===== config.mk =====
export PLATFORM = sky130hd
export DESIGN_NAME = sorted_list_insert_remove
export DESIGN_NICKNAME = d
export VERILOG_FILES = /design/src/rtl/sli_pkg.sv /design/src/rtl/sli_cell.sv /design/src/rtl/sorted_list_insert_remove.sv
export VERILOG_INCLUDE_DIRS = /design/src /design/src/rtl
export SDC_FILE = /design/constraint.sdc
export NUM_CORES = 2
export LEC_CHECK = 0
export ABC_AREA = 1
export BUFFER_PORTS_ARGS = -buffer_cell sky130_fd_sc_hd__clkbuf_2
export CAP_MARGIN = 15
export CORE_ASPECT_RATIO = 0.5
export CORE_UTILIZATION = 35
export DETAILED_ROUTE_END_ITERATION = 8
export HOLD_SLACK_MARGIN = 0.1
export PLACE_DENSITY = 0.58
export SLEW_MARGIN = 20
export SYNTH_ARGS = -nofsm -noshare
export SYNTH_HDL_FRONTEND = slang
export SYNTH_SLANG_ARGS = --single-unit

===== constraint.sdc =====
create_clock -name clk -period 5.53 [get_ports clk]
set_input_delay 0.553 -clock clk [delete_from_list [all_inputs] [get_ports clk]]
set_output_delay 0.553 -clock clk [all_outputs]
set_load 0.005 [all_outputs]

===== src/rtl/sorted_list_insert_remove_defines.svh =====
// ----------------------------------------------------------------------------
// sorted list assertion macros
// shared concurrent assertion forms for the sorted list block
// ----------------------------------------------------------------------------
`ifndef SORTED_LIST_INSERT_REMOVE_DEFINES_SVH
`define SORTED_LIST_INSERT_REMOVE_DEFINES_SVH

// property that must hold at every edge outside reset
`define SLI_ASSERT_ALWAYS(lbl, clk, rst_n, prop, msg) \
	lbl: assert property (@(posedge clk) disable iff (!rst_n) (prop)) else $error(msg);

// consequent must hold in the cycle after the antecedent
`define SLI_ASSERT_NEXT(lbl, clk, rst_n, ante, cons, msg) \
	lbl: assert property (@(posedge clk) disable iff (!rst_n) (ante) |=> (cons)) \
		else $error(msg);

`endif


===== src/rtl/sli_pkg.sv =====
// ----------------------------------------------------------------------------
// sorted list package
// shared widths, codes and types of the sorted list block
// ----------------------------------------------------------------------------
package sli_pkg;

	localparam int DATA_W       = 32;
	localparam int COUNT_W      = 5;
	localparam int CAPACITY_DEF = 16;
	localparam int TDATA_OUT_W  = 40;

	typedef logic signed [DATA_W-1:0] data_t;

	typedef enum logic {
		MODE_INSERT = 1'b0,
		MODE_REMOVE = 1'b1
	} mode_t;

	typedef enum logic [1:0] {
		STATUS_DONE      = 2'd0,
		STATUS_FULL      = 2'd1,
		STATUS_NOT_FOUND = 2'd2
	} status_t;

	// update command broadcast to every cell
	typedef struct packed {
		logic ins;
		logic rm;
	} cell_cmd_t;

endpackage


===== src/rtl/sli_cell.sv =====
// ----------------------------------------------------------------------------
// sorted list cell
// one entry of the list: compares against the request and shifts with neighbors
// ----------------------------------------------------------------------------
module sli_cell (
	input  logic              clk,
	input  sli_pkg::cell_cmd_t cmd,
	input  sli_pkg::data_t    value,
	input  logic              occupied,
	input  sli_pkg::data_t    left_entry,
	input  logic              left_lt,
	input  sli_pkg::data_t    right_entry,
	output sli_pkg::data_t    entry_q,
	output sli_pkg::data_t    entry_d,
	output logic              lt,
	output logic              hit
);
	import sli_pkg::*;

	logic at_pos;

	assign lt     = occupied && (entry_q < value);
	// first cell that is not smaller than the request
	assign at_pos = !lt && left_lt;
	assign hit    = at_pos && occupied && (entry_q == value);

	always_comb begin
		entry_d = entry_q;
		if (cmd.ins && !lt) begin
			entry_d = left_lt ? value : left_entry;
		end else if (cmd.rm && !lt) begin
			entry_d = right_entry;
		end
	end

	always_ff @(posedge clk) begin
		entry_q <= entry_d;
	end

endmodule


===== src/rtl/sorted_list_insert_remove.sv =====
// ----------------------------------------------------------------------------
// sorted list with insert and remove
// ascending list of signed values kept in a row of shifting cells
// ----------------------------------------------------------------------------
// usage:
//   requests enter on the s_ side: s_tuser carries the mode (insert or
//   remove), s_tdata the signed value. every request gives one result on
//   the m_ side with status, count after the request and smallest entry.
//   all cells compare against the request in parallel and shift by one
//   place toward or away from the tail in the same cycle. the result is
//   in the output register the next cycle and one request per cycle is
//   accepted.
//   the output register is the only buffer: while a result waits and
//   m_tready is low, s_tready is low too. with m_tready high the block
//   takes a request every cycle.
//   reset empties the list (count zero); cell contents are left as they
//   are and are only read below the count.
// ----------------------------------------------------------------------------
module sorted_list_insert_remove #(
	parameter int CAPACITY = sli_pkg::CAPACITY_DEF
) (
	input  logic                               clk,
	input  logic                               arst_n,
	input  logic                               s_tvalid,
	output logic                               s_tready,
	input  logic [sli_pkg::DATA_W-1:0]         s_tdata,  // [31:0] value
	input  logic [0:0]                         s_tuser,  // [0] mode
	output logic                               m_tvalid,
	input  logic                               m_tready,
	// [1:0] status, [6:2] count, [38:7] smallest, [39] zero
	output logic [sli_pkg::TDATA_OUT_W-1:0]    m_tdata
);
	import sli_pkg::*;

	`include "sorted_list_insert_remove_defines.svh"

	localparam int CNT_W = $clog2(CAPACITY + 1);
	localparam logic [CNT_W-1:0] CAP_CNT = CNT_W'(CAPACITY);
	localparam logic [CNT_W-1:0] CNT_ONE = CNT_W'(1);

	logic [CNT_W-1:0] count_q, count_d;
	logic             fire, is_insert, is_remove, not_full, found;
	data_t            value;
	cell_cmd_t        cmd;
	status_t          status_d;
	data_t            smallest_d;

	data_t            entry_q [CAPACITY];
	data_t            entry_d [CAPACITY];
	logic [CAPACITY-1:0] lt, hit;

	logic             out_valid_q;
	status_t          status_q;
	logic [COUNT_W-1:0] count_out_q;
	data_t            smallest_q;

	assign value     = data_t'(s_tdata);
	assign s_tready  = !out_valid_q || m_tready;
	assign fire      = s_tvalid && s_tready;
	assign is_insert = (mode_t'(s_tuser[0]) == MODE_INSERT);
	assign is_remove = (mode_t'(s_tuser[0]) == MODE_REMOVE);
	assign not_full  = count_q < CAP_CNT;
	assign found     = |hit;

	assign cmd.ins = fire && is_insert && not_full;
	assign cmd.rm  = fire && is_remove && found;

	genvar i;
	generate
		for (i = 0; i < CAPACITY; i++) begin : g_cell
			data_t left_entry, right_entry;
			logic  left_lt;
			if (i == 0) begin : g_head
				assign left_entry = value;
				assign left_lt    = 1'b1;
			end else begin : g_body
				assign left_entry = entry_q[i-1];
				assign left_lt    = lt[i-1];
			end
			if (i == CAPACITY - 1) begin : g_tail
				assign right_entry = entry_q[i];
			end else begin : g_mid
				assign right_entry = entry_q[i+1];
			end
			sli_cell u_cell (
				.clk         (clk),
				.cmd         (cmd),
				.value       (value),
				.occupied    (CNT_W'(i) < count_q),
				.left_entry  (left_entry),
				.left_lt     (left_lt),
				.right_entry (right_entry),
				.entry_q     (entry_q[i]),
				.entry_d     (entry_d[i]),
				.lt          (lt[i]),
				.hit         (hit[i])
			);
		end
	endgenerate

	always_comb begin
		count_d  = count_q;
		status_d = STATUS_DONE;
		if (is_insert) begin
			if (not_full) begin
				count_d = count_q + CNT_ONE;
			end else begin
				status_d = STATUS_FULL;
			end
		end else begin
			if (found) begin
				count_d = count_q - CNT_ONE;
			end else begin
				status_d = STATUS_NOT_FOUND;
			end
		end
		smallest_d = (count_d != '0) ? entry_d[0] : '0;
	end

	always_ff @(posedge clk or negedge arst_n) begin
		if (!arst_n) begin
			count_q     <= '0;
			out_valid_q <= 1'b0;
		end else begin
			if (fire) begin
				count_q <= count_d;
			end
			if (s_tready) begin
				out_valid_q <= s_tvalid;
			end
		end
	end

	always_ff @(posedge clk) begin
		if (fire) begin
			status_q    <= status_d;
			count_out_q <= COUNT_W'(count_d);
			smallest_q  <= smallest_d;
		end
	end

	assign m_tvalid = out_valid_q;
	assign m_tdata  = {1'b0, smallest_q, count_out_q, status_q};

	`SLI_ASSERT_ALWAYS(a_count_range, clk, arst_n, count_q <= CAP_CNT, "count above capacity")
	`SLI_ASSERT_NEXT(a_insert_grows, clk, arst_n, cmd.ins, count_q == $past(count_q) + CNT_ONE, "insert did not grow count")
	`SLI_ASSERT_NEXT(a_remove_shrinks, clk, arst_n, cmd.rm, count_q == $past(count_q) - CNT_ONE, "remove did not shrink count")
	`SLI_ASSERT_NEXT(a_result_follows, clk, arst_n, fire, m_tvalid, "accepted request gave no result")

endmodule


==> impl_results.md <==
* Post-layout total power at 0.01566 W
* Total core area at ~110000 um2
* Gate power share at 0.354
* Maximum level of the CTS H-tree at 2
* Slowest cell on the critical path: o21ai_0
* Proportion of layout cells with a drive suffix above 1 at 0.08242
* Type of the setup path with the least slack: reg2reg
* Initial cell density of the core at 0.3560
* Leading post-synthesis cells by cell area: edfxtp_1, ha_1, nand2_1, a21oi_1, nor2_1
* Dominant combinational cell family by area after synthesis: simple AND/OR/NAND/NOR gates
* Clock root buffer: clkbuf_16
* Max-capacitance violation count at 0
* Drt pass-1 iters at 6
* Adder-Cell Fraction of Synth Area at 0.1594
* CTS max path bufs at 3
* Sequential fraction of the synthesis area at 0.4052
* Std-Cell Rows at 87
* Post-route DRC at 0
* Most repeated library cell on the critical path: nand3_1
* Netlist area before placement at 40420 um2
* Flip-flop cell with the highest count after synthesis: edfxtp_1
* Post-synthesis cell type count at 45
* Worst-Skew Late Latency at 0.66 ns
* Initial DRC count at 3822
* Fraction of synthesized cell area in xor and xnor cells at 0.0002167
* Worst Setup End Kind: register
* Global-route wire length before repair at a little over 200000 um
* Shortest period the worst path allows at 4.895 ns
* Area share of the largest cell type after synthesis at 0.3856
* Cell with the most instances after synthesis: nand2_1
* CTS tree: done
* Total number of clock tree sinks at 557
* Slew margin rel. at 0.1560
* Post-synthesis net count at 5584
* Unrepaired setup endpoints after global routing: no
* I/O pin total at 79
* Number of nets still failing antenna checks after routing at 0
* Type of the tightest min-delay check: in2reg
* Final Max Slew Viols at 0
* Worst Setup Start Kind: register
* Area growth syn-to-layout at 11.67%
* CTS resizes at 0
* Max Clock Skew at 0.02342 ns
* Ratio of routed vias to standard cells at ~5.5
* Switching portion of total power at 0.3938
* Commonest cells in the synthesized netlist: nand2_1, nor2_1, a21oi_1
* Syn Area/Cell at 8.032 um2
* Number of antenna violations at the first check in global routing at 0
* Cell type group with the largest total delay on the critical path: simple AND/OR/NAND/NOR gates
* Synth async-reset ratio at 0.01077
* Total global-route track usage at 0.2235
* Port-buffer cells at 77
* Required time reported for the critical path endpoint at 5.86 ns
* Cell-by-cell trace of the critical path: nand2_1 -> o21ai_0 -> inv_1 -> nor3_1 -> nand4_1 -> nor2_1 -> nand3_1 -> nand3_1 -> nor2_2 -> nand3_2 -> nand3_1 -> buf_12 -> nor2_2 -> buf_4
* Number of buffer and inverter stages on the critical path at 3
* Net switching power of the design at 0.006168 W
* Vias in the first global route at 33780
* Post-Synthesis Cells at approximately 5000
* Vias post-DR at 36230
* Final Net Count at ~5600
* Clock buffer count from CTS at 60
* Result of the run: complete, no violations
* Wire length per cell after detailed routing at 20.14 um
* Worst supply voltage drop on vdd at roughly 310 uV
* Final wirelength at 133900 um
* Power density cells at 347.1 nW/um2
* Portion of total power attributed to sequential cells at 0.378
* Compound-Gate Fraction of Synth Area at 0.1612
* Die boundary width at just under 500 um
* Critical path peak fanout at 17
* Area fraction in and, or, nand and nor cells after synthesis at 0.2114
* Final period utilization at 0.8852
* Setup TNS at 0 ns
* Die Y-Extent at around 240 um
* Data arrival time at the worst-slack endpoint at about 5.2 ns
* Mux contribution to synthesized area at 0
* Global-route congestion overflow total at 0
* DIE AREA at 116900 um2
* Static leakage power at 19.55 nW
* Yosys synthesis warning count at 0
* Hold Vio Cnt, Final at 0
* Number of enable-type register cells in the synthesized netlist at slightly above 500
* Internal power contribution at between 0.009 and 0.01 W
* Delay of the slowest cell on the worst path at 1.01 ns
* Maximum frequency from static timing analysis at just over 200 MHz
* Library cell occupying the most area in the post-synthesis netlist: edfxtp_1
* Number of synthesized register bits at 557
* Weighted congestion at the end of routability-driven global placement at a little over 1
* Pin count of the biggest net entering global routing at 66
* # setup viols final at 0
* HPWL after detailed placement at 104500 um
* Slew at the pin closest to its max-slew limit at 1.253 ns
* Clock network fraction of design power at 0.268
* Worst-path clk slew at ~0.060 ns
## layout by cell type (no fill, tap or decap), types with 11 or more instances in the layout
cell type  synthesis  layout
clkinv_1           4      13
nand2_1         1227    1225
clkinv_2           0      11
a21oi_1          537     536
clkbuf_1         225      16
nor3_1            15      15
a31oi_1          122     122
edfxtp_1         519     519
nand4_1           84      84
nand3_2           15      16
o211ai_1          67      67
ha_1             515     515
inv_1            380     378
nor2_1           614     593
clkbuf_16          0      61
o22ai_1           67      67
a21o_1            12      12
nor2_4             4      11
buf_12             0      11
nor2_2            16      30
o21ai_0          337     337
o21ai_1           11      11
dfxtp_1           32      32
buf_4              6     145
inv_2             25      26
clkbuf_2           0      77
nand3_1          107     106
o21a_1            29      29
## worst min-delay path: cells and delay by family
kind | cells | cell delay, ns
AND/OR/NAND/NOR | 2 | 0.14
buffers and inverters | 2 | 0.10
## area by class of cell
class | instances | area (um2)
Sequential cell | 557 | 16380
Timing Repair Buffer | 234 | 1704
Clock buffer | 84 | 1683
Fill cell | 11340 | 68400
Antenna cell | 1 | 2.502
Inverter | 409 | 1535
Tap cell | 1513 | 1893
Multi-Input combinational cell | 3818 | 21630
Clock inverter | 30 | 305.3
## state kept, by name (all words and copies together) (netlist names)
name / count
smallest_q: 32
count_out_q: 5
g_cell.u_cell.entry_q: 512
count_q: 5
status_q: 2
m_tvalid: 1
## power by group through the flow
stage	combinational [W]	clock [W]	sequential, W
after global routing	0.00622	0.00443	0.00597
final	0.00554	0.00420	0.00592
after global placement	0.00530	0	0.00598
after CTS	0.00549	0.00427	0.00590
after floorplan	0.00380	0	0.00579
after detailed placement	0.00545	0	0.00599
## final timing paths
kind                                        startpoint                                endpoint  slack [ns]  cells after the start
worst max-delay path            count_q[2]$_DFFE_PN0P_  g_cell[6].u_cell.entry_q[25]$_DFFE_PP_        0.63                     14
worst max register to register  count_q[2]$_DFFE_PN0P_  g_cell[6].u_cell.entry_q[25]$_DFFE_PP_        0.63                     14
worst min register to register    m_tvalid$_DFFE_PN0N_                    m_tvalid$_DFFE_PN0N_        0.55                      2
worst min-delay path                          m_tready                    m_tvalid$_DFFE_PN0N_        0.19                      4
max in group asynchronous                       arst_n                  count_q[2]$_DFFE_PN0P_        5.02                      2
min in group asynchronous                       arst_n                  count_q[0]$_DFFE_PN0P_        0.31                      2
## metal layers
| metal | part of all wire | routed length, um | track usage |
|---|---|---|---|
| met5 | 0 | 0 | 0 |
| met3 | 0.10 | 13610 | 0.04376 |
| met4 | 0.018 | 2426 | 0.04557 |
| met2 | 0.41 | 55200 | 0.3283 |
| met1 | 0.47 | 62630 | 0.3359 |
## logic make-up after synthesis
| family | after synthesis |
|---|---|
| buf+inv | 657 |
| fa+ha+maj | 515 |
| other cells | 1 |
| compound gates | 1193 |
| simple gates | 2108 |
| xor+xnor | 1 |
| flops | 557 |
## timing repair
item / 4_1_cts / 5_1_grt
hold buffers: 1 / 0
endpoints found under the hold margin: 6 / 0
buffers inserted: 0 / 0
## stage by stage
step	hold WS (ns)	instances	instance area (um2)	utilization	setup slack [ns]
floorplan	0.2574	5032	40420	-	0.8280
global placement	0.4115	6530	43130	0.3799	0.6492
detailed placement	0.4164	6530	43130	0.3799	0.5482
CTS	0.1550	6645	45130	0.3975	0.8479
global route	0.2005	6645	45130	0.3975	0.6317
finish	0.1876	6646	45130	0.3975	0.6349
Power figures use the tool's default switching activity.
